### config.mk
export PLATFORM = sky130hd
export DESIGN_NAME = date_add_period
export DESIGN_NICKNAME = d
export VERILOG_FILES = /design/src/design/dap_pkg.sv /design/src/design/date_add_period.sv
export SDC_FILE = /design/constraint.sdc
export NUM_CORES = 1
export LEC_CHECK = 0
export ABC_AREA = 1
export BUFFER_PORTS_ARGS = -buffer_cell sky130_fd_sc_hd__buf_2
export CAP_MARGIN = 15
export CELL_PAD_IN_SITES_DETAIL_PLACEMENT = 1
export CELL_PAD_IN_SITES_GLOBAL_PLACEMENT = 1
export CORE_MARGIN = 3
export CORE_UTILIZATION = 31
export DETAILED_ROUTE_END_ITERATION = 8
export PLACE_DENSITY_LB_ADDON = 0.1
export SETUP_SLACK_MARGIN = 0.05
export SYNTH_ARGS = -nofsm -noshare
export SYNTH_HDL_FRONTEND = slang
export SYNTH_SLANG_ARGS = --single-unit
### constraint.sdc
create_clock -name clock -period 5.5 [get_ports clock]
set_input_delay 1.1 -clock clock [delete_from_list [all_inputs] [get_ports clock]]
set_output_delay 1.1 -clock clock [all_outputs]
set_load 0.005 [all_outputs]
### src/design/dap_pkg.sv
// Shared types, constants and calendar functions for the date plus period block.
package dap_pkg;

   localparam int unsigned DAY_ADD_BITS_DEF = 16;
   localparam int unsigned MAX_YEAR_DEF     = 9999;

   localparam int unsigned YEAR_FIELD_W  = 14;
   localparam int unsigned MONTH_FIELD_W = 4;
   localparam int unsigned DAY_FIELD_W   = 5;
   localparam int unsigned ADD_YEAR_W    = 14;
   localparam int unsigned ADD_MONTH_W   = 12;

   // Holds a start month plus the largest month addition.
   localparam int unsigned MON_W = 13;
   localparam int unsigned REM_W = 9;

   localparam int unsigned MONTHS_PER_YEAR = 12;
   localparam int unsigned CYCLE_DAYS      = 146097;
   localparam int unsigned CYCLE_YEARS     = 400;

   typedef enum logic [5:0] {
      ST_IDLE   = 6'b000001,
      ST_REDUCE = 6'b000010,
      ST_NORM   = 6'b000100,
      ST_CYCLE  = 6'b001000,
      ST_DONE   = 6'b010000,
      ST_SAT    = 6'b100000
   } state_type;

   typedef enum logic [1:0] {
      PH_YEARS  = 2'd0,
      PH_MONTHS = 2'd1,
      PH_DAYS   = 2'd2
   } phase_type;

   // The argument is the year modulo 400.
   function automatic logic is_leap(input logic [REM_W-1:0] rem);
      logic century;
      century = (rem == REM_W'(100)) || (rem == REM_W'(200)) || (rem == REM_W'(300));
      return (rem[1:0] == 2'b00) && !century;
   endfunction

   function automatic logic [DAY_FIELD_W-1:0] days_in_month(input logic [MONTH_FIELD_W-1:0] month,
                                                           input logic leap);
      logic [DAY_FIELD_W-1:0] len;
      case (month) inside
         4'd2: begin
            len = leap ? 5'd29 : 5'd28;
         end
         4'd4, 4'd6, 4'd9, 4'd11: begin
            len = 5'd30;
         end
         default: begin
            len = 5'd31;
         end
      endcase
      return len;
   endfunction

endpackage

### src/design/date_add_period.sv
// Top level: adds a period of years, months and days to a Gregorian date.
// The sequencer reduces the start year plus added years modulo 400, then steps month carries
// and day rolls in a shared normalizing unit and takes whole 400-year cycles off the days.
// One word is in flight at a time, so a new word is taken in the cycle after the result
// word leaves. Synchronous reset returns the sequencer to idle with no result pending.
module date_add_period #(
   parameter int unsigned DAY_ADD_BITS = dap_pkg::DAY_ADD_BITS_DEF,
   parameter int unsigned MAX_YEAR     = dap_pkg::MAX_YEAR_DEF
) (
   input  logic                                clock,
   input  logic                                reset,
   input  logic                                req_valid,
   output logic                                req_stall,
   input  logic [dap_pkg::YEAR_FIELD_W-1:0]    req_start_year,
   input  logic [dap_pkg::MONTH_FIELD_W-1:0]   req_start_month,
   input  logic [dap_pkg::DAY_FIELD_W-1:0]     req_start_day,
   input  logic [dap_pkg::ADD_YEAR_W-1:0]      req_add_years,
   input  logic [dap_pkg::ADD_MONTH_W-1:0]     req_add_months,
   input  logic [DAY_ADD_BITS-1:0]             req_add_days,
   output logic                                rsp_valid,
   input  logic                                rsp_stall,
   output logic [dap_pkg::YEAR_FIELD_W-1:0]    rsp_end_year,
   output logic [dap_pkg::MONTH_FIELD_W-1:0]   rsp_end_month,
   output logic [dap_pkg::DAY_FIELD_W-1:0]     rsp_end_day,
   output logic                                rsp_overflow
);

   localparam int unsigned YEAR_W = $clog2(MAX_YEAR + 32769);
   localparam int unsigned DAY_W  = DAY_ADD_BITS + 1;
   localparam int unsigned MON_W  = dap_pkg::MON_W;
   localparam int unsigned REM_W  = dap_pkg::REM_W;

   dap_pkg::state_type state_ff, state_in;
   dap_pkg::phase_type phase_ff, phase_in;

   logic [YEAR_W-1:0]                  year_ff, year_in;
   logic [YEAR_W-1:0]                  rem_ff, rem_in;
   logic [MON_W-1:0]                   month_ff, month_in;
   logic [DAY_W-1:0]                   day_ff, day_in;
   logic [dap_pkg::ADD_MONTH_W-1:0]    add_months_ff, add_months_in;
   logic [DAY_ADD_BITS-1:0]            add_days_ff, add_days_in;
   logic                               overflow_ff, overflow_in;

   logic                               accept;
   logic                               leap;
   logic [dap_pkg::DAY_FIELD_W-1:0]    month_len;
   logic                               year_over;
   logic [YEAR_W-1:0]                  start_year;
   logic [MON_W-1:0]                   start_month;
   logic [DAY_W-1:0]                   start_day;

   assign accept    = req_valid && !req_stall;
   assign req_stall = (state_ff != dap_pkg::ST_IDLE);
   assign rsp_valid = (state_ff == dap_pkg::ST_DONE);

   assign rsp_end_year  = year_ff[dap_pkg::YEAR_FIELD_W-1:0];
   assign rsp_end_month = month_ff[dap_pkg::MONTH_FIELD_W-1:0];
   assign rsp_end_day   = day_ff[dap_pkg::DAY_FIELD_W-1:0];
   assign rsp_overflow  = overflow_ff;

   assign leap      = dap_pkg::is_leap(rem_ff[REM_W-1:0]);
   assign month_len = dap_pkg::days_in_month(month_ff[dap_pkg::MONTH_FIELD_W-1:0], leap);
   assign year_over = (year_ff > YEAR_W'(MAX_YEAR));

   assign start_year  = (req_start_year == '0) ? YEAR_W'(1) : YEAR_W'(req_start_year);
   assign start_month = (req_start_month == '0) ? MON_W'(1) : MON_W'(req_start_month);
   assign start_day   = (req_start_day == '0) ? DAY_W'(1) : DAY_W'(req_start_day);

   always_comb begin
      state_in      = state_ff;
      phase_in      = phase_ff;
      year_in       = year_ff;
      rem_in        = rem_ff;
      month_in      = month_ff;
      day_in        = day_ff;
      add_months_in = add_months_ff;
      add_days_in   = add_days_ff;
      overflow_in   = overflow_ff;
      case (state_ff)
         dap_pkg::ST_IDLE: begin
            if (accept) begin
               year_in       = start_year + YEAR_W'(req_add_years);
               rem_in        = start_year + YEAR_W'(req_add_years);
               month_in      = start_month;
               day_in        = start_day;
               add_months_in = req_add_months;
               add_days_in   = req_add_days;
               overflow_in   = 1'b0;
               phase_in      = dap_pkg::PH_YEARS;
               state_in      = dap_pkg::ST_REDUCE;
            end
         end
         dap_pkg::ST_REDUCE: begin
            if (rem_ff >= YEAR_W'(dap_pkg::CYCLE_YEARS)) begin
               rem_in = rem_ff - YEAR_W'(dap_pkg::CYCLE_YEARS);
            end else begin
               state_in = dap_pkg::ST_NORM;
            end
         end
         dap_pkg::ST_NORM: begin
            if (year_over) begin
               state_in = dap_pkg::ST_SAT;
            end else if (month_ff > MON_W'(dap_pkg::MONTHS_PER_YEAR)) begin
               month_in = month_ff - MON_W'(dap_pkg::MONTHS_PER_YEAR);
               year_in  = year_ff + YEAR_W'(1);
               rem_in   = (rem_ff == YEAR_W'(dap_pkg::CYCLE_YEARS - 1)) ? '0
                          : rem_ff + YEAR_W'(1);
            end else if (day_ff > DAY_W'(month_len)) begin
               day_in   = day_ff - DAY_W'(month_len);
               month_in = month_ff + MON_W'(1);
            end else begin
               case (phase_ff)
                  dap_pkg::PH_YEARS: begin
                     month_in = month_ff + MON_W'(add_months_ff);
                     phase_in = dap_pkg::PH_MONTHS;
                  end
                  dap_pkg::PH_MONTHS: begin
                     day_in   = day_ff + DAY_W'(add_days_ff);
                     phase_in = dap_pkg::PH_DAYS;
                     state_in = dap_pkg::ST_CYCLE;
                  end
                  default: begin
                     state_in = dap_pkg::ST_DONE;
                  end
               endcase
            end
         end
         dap_pkg::ST_CYCLE: begin
            if (year_over) begin
               state_in = dap_pkg::ST_SAT;
            end else if (32'(day_ff) > dap_pkg::CYCLE_DAYS) begin
               day_in  = day_ff - DAY_W'(dap_pkg::CYCLE_DAYS);
               year_in = year_ff + YEAR_W'(dap_pkg::CYCLE_YEARS);
            end else begin
               state_in = dap_pkg::ST_NORM;
            end
         end
         dap_pkg::ST_SAT: begin
            year_in     = YEAR_W'(MAX_YEAR);
            month_in    = MON_W'(12);
            day_in      = DAY_W'(31);
            overflow_in = 1'b1;
            state_in    = dap_pkg::ST_DONE;
         end
         dap_pkg::ST_DONE: begin
            if (!rsp_stall) begin
               state_in = dap_pkg::ST_IDLE;
            end
         end
         default: begin
            state_in = dap_pkg::ST_IDLE;
         end
      endcase
   end

   always_ff @(posedge clock) begin
      if (reset) begin
         state_ff <= dap_pkg::ST_IDLE;
         phase_ff <= dap_pkg::PH_YEARS;
      end else begin
         state_ff <= state_in;
         phase_ff <= phase_in;
      end
   end

   always_ff @(posedge clock) begin
      year_ff       <= year_in;
      rem_ff        <= rem_in;
      month_ff      <= month_in;
      day_ff        <= day_in;
      add_months_ff <= add_months_in;
      add_days_ff   <= add_days_in;
      overflow_ff   <= overflow_in;
   end

   // The year remainder stays a true residue while months and days are stepped.
   assert property (@(posedge clock) disable iff (reset)
      (state_ff == dap_pkg::ST_NORM) |-> (rem_ff < YEAR_W'(dap_pkg::CYCLE_YEARS)))
      else $error("year remainder out of range during normalization");

   assert property (@(posedge clock) disable iff (reset)
      rsp_valid |-> (rsp_end_month >= 4'd1) && (rsp_end_month <= 4'd12))
      else $error("result month out of range");

   assert property (@(posedge clock) disable iff (reset)
      (rsp_valid && rsp_overflow) |-> (rsp_end_month == 4'd12) && (rsp_end_day == 5'd31))
      else $error("saturated result is not the last day of the year");

   assert property (@(posedge clock) disable iff (reset)
      accept |=> (req_stall && !rsp_valid))
      else $error("result or new word taken right after accept");

   assert property (@(posedge clock) disable iff (reset)
      (rsp_valid && !rsp_stall) |=> !rsp_valid)
      else $error("result word repeated");

endmodule

==> impl_metrics.tcl <==
set metrics [dict create \
    vias 7842 \
    max_freq_mhz 225 \
    placed_area_um2 9190 \
    slew_headroom 0.396 \
    tritoncts "done" \
    layout.nets 1348 \
    netlist_instances 1160 \
    path_buf_inv 4 \
    hold_buffers 0 \
    stdcell_area_um2 9490 \
    skew_ns 0.0156 \
    start_kind "flip-flop" \
    ios 95 \
    totalWireLength_um 27100 \
    tns_ns 0 \
    fin_ws_ns 1.06 \
    finalCriticalPeriod_ns 4.44 \
    gp_congestion 0.849 \
    cap_violations 0 \
    clock_path_buffers 2 \
    dr.pass1.iters 4 \
    finalCritPeriodShare 0.807 \
    ff2ff_path_depth 23 \
    cts-buffers-inserted 9 \
    dp_hpwl_um 21500 \
    first_iter_violations 405 \
    crit_slowest_cell "edfxtp_1" \
    antennaDiodeCount 0 \
    postCtsSetupBuffers 0 \
    tightest_slew_ns 0.904 \
    start_util 0.316 \
    die_w_um 172 \
    final_common_cell "nand2_1" \
    numClockSinks 99 \
    crit_type "flip-flop to flip-flop" \
    hold-path-cell-count 2 \
    cts_htree_levels 3 \
    leakage_nw 4.34 \
    die_h_um 172 \
    slowest_delay_ns 0.50 \
    timing_hold_violations_final 0 \
    cts_resized 0 \
    hp-class "flip-flop to flip-flop" \
    worstPathCellList "inv_1 -> ha_1 -> nand3_1 -> o31ai_1 -> nand2_1 -> o2111ai_1 -> nand2_1 -> ha_1 -> inv_1 -> nand3_1 -> nand2_2 -> nand2_2 -> nand3_2 -> nand2_2 -> inv_2 -> buf_4 -> nor2_1 -> ha_1 -> a21oi_1 -> o21ai_0 -> a21oi_1 -> xor2_1 -> a21oi_1" \
    wl_per_cell_um 17.0 \
    path_clk_slew_ns 0.08 \
    grt_max_degree 31 \
    final_cells 1596 \
    peakVddDrop_uv 172 \
    cp_top_family "compound AO/OA/AOI/OAI gates" \
    syn_avg_cell_area_um2 7.39 \
    hold-path-endpoint "phase_ff[1]$_SDFFE_PP0P_" \
    grt_pass1_wl_um 43000 \
    syn_nets 1289 \
    netlist_area_um2 8570 \
    fin_util 0.350 \
    slew_violations 0 \
    worst-endpoint-required_ns 5.61 \
    numPlacedInstances 1579 \
    root_buffer "clkbuf_16" \
    setup_viol 0 \
    rsz0062_at_grt "false" \
    ys_seq_elements 99 \
    fill_cells 3382 \
    yosysWarnings 0 \
    yosysUniqueCellTypes 52 \
    yosysSeqAreaShare 0.337 \
    drc_errors 0 \
    antenna_found_initial 1 \
    numPortBuffers 94 \
    final_cell_mix "nand2_1 (243), nor2_1 (144), inv_1 (142)" \
    dieArea_um2 29700 \
    core_area_um2 27100 \
    regToRegStartpoint "rem_ff[4]$_DFFE_PP_" \
    layout-drive-gt1-share 0.144 \
    clk_latency_ns 0.37 \
    area_growth_pct 10.7 \
    status "finished clean" \
    pre_cts_slack_ns 1.05 \
    drt-vias-per-instance 4.91 \
    num_rows 60 \
    drtAntennaViolNets 0 \
    min-delay-start "phase_ff[1]$_SDFFE_PP0P_" \
    r2r-end "month_ff[7]$_DFFE_PP_" \
    overflow 0 \
    endpoint_kind "flip-flop" \
    grt_pass1_vias 7936 \
    cp.arrival_ns 4.55 \
    grt_use_total 0.186 \
    path_max_fanout 29 \
    reg2reg_slack_ns 1.06 \
    p_per_area_nw_per_um2 530 \
]
[cell type report]
| class | count | area [um2] | share of cell area |
|---|---|---|---|
| Inverter | 152 | 572 | 0.0603 |
| Clock buffer | 9 | 225 | 0.0237 |
| Multi-Input combinational cell | 857 | 4750 | 0.501 |
| Tap cell | 372 | 465 | 0.0491 |
| Clock inverter | 7 | 58.8 | 0.00620 |
| Timing Repair Buffer | 100 | 519 | 0.0547 |
| Sequential cell | 99 | 2890 | 0.305 |
[power by group]
part | internal (mW) | switching, mW
Combinational | 0.896 | 1.76
Sequential | 1.30 | 0.412
Clock | 0.317 | 0.338
Total | 2.51 | 2.51
[metal layers]
| metal | GRT usage | vias up | routed length, um |
|---|---|---|---|
| li1 | - | 3984 | - |
| met1 | 0.239 | 3746 | 12600 |
| met2 | 0.334 | 93 | 13500 |
| met3 | 0.0263 | 17 | 767 |
| met4 | 0.0337 | 2 | 233 |
| met5 | 0 | - | 11 |
[cell usage after synthesis (all sizes together)]
cell	instances	area, um2
dfxtp	8	160
o2111ai	1	8.76
xor2	27	236
a21o	1	7.51
inv	151	567
ha	56	701
a41oi	1	8.76
a21boi	2	15.0
a41o	1	10.0
clkbuf	12	45.0
a32o	1	10.0
a22oi	2	15.0
nand4	24	180
edfxtp	91	2730
o211ai	6	50.1
o21ai	59	299
a31oi	4	25.0
nor3	24	130
a21oi	65	337
nand3b	9	67.6
o221ai	2	17.5
xnor2	8	70.1
buf	40	322
fa	4	80.1
nand2	261	1020
nor2	158	646
clkinv	1	5.00
o311ai	1	8.76
o21bai	5	37.5
nor4	5	31.3
o21a	1	7.51
or2	5	31.3
nand3	114	616
a211o	1	8.76
o31ai	4	30.0
o22ai	5	31.3
[state kept, by name, summed over array words and instances, names as in the netlist]
signal,cells
year_ff,16
month_ff,13
state_ff,6
phase_ff,2
add_months_ff,12
add_days_ff,16
day_ff,17
rem_ff,16
rsp_overflow,1
[worst max path at each step]
| stage | start | to | slack [ns] | cells past startpoint |
|---|---|---|---|---|
| floorplan | rem_ff[4]$_DFFE_PP_ | month_ff[10]$_DFFE_PP_ | 1.66 | 29 |
| CTS | rem_ff[4]$_DFFE_PP_ | month_ff[11]$_DFFE_PP_ | 1.04 | 25 |
| global placement | rem_ff[4]$_DFFE_PP_ | month_ff[11]$_DFFE_PP_ | 1.21 | 25 |
| finish | rem_ff[4]$_DFFE_PP_ | month_ff[7]$_DFFE_PP_ | 1.06 | 23 |
| global route | rem_ff[4]$_DFFE_PP_ | month_ff[11]$_DFFE_PP_ | 0.50 | 25 |
| detailed placement | rem_ff[4]$_DFFE_PP_ | month_ff[11]$_DFFE_PP_ | 1.05 | 25 |
[through the flow]
step	hold WS [ns]	power [mW]
3_5_place_dp	0.506	4.41
5_1_grt	0.569	5.52
4_1_cts	0.517	5.09
2_1_floorplan	0.478	3.58
3_3_place_gp	0.490	4.39
6_report	0.518	5.03
[worst min-delay path, cell delays in order (launching register included)]
cell and delay [ns]:
dfxtp_1 0.32, nor2_1 0.10, nor2_1 0.05
[logic make-up after synthesis]
logic type,synth area share
AND/OR/NAND/NOR,0.318
adder cells (fa/ha/maj),0.0911
buffers and inverters,0.109
XOR/XNOR,0.0358
AO/OA/AOI/OAI,0.108
flip-flops,0.337
No activity file was read; power rests on OpenSTA's default activity.
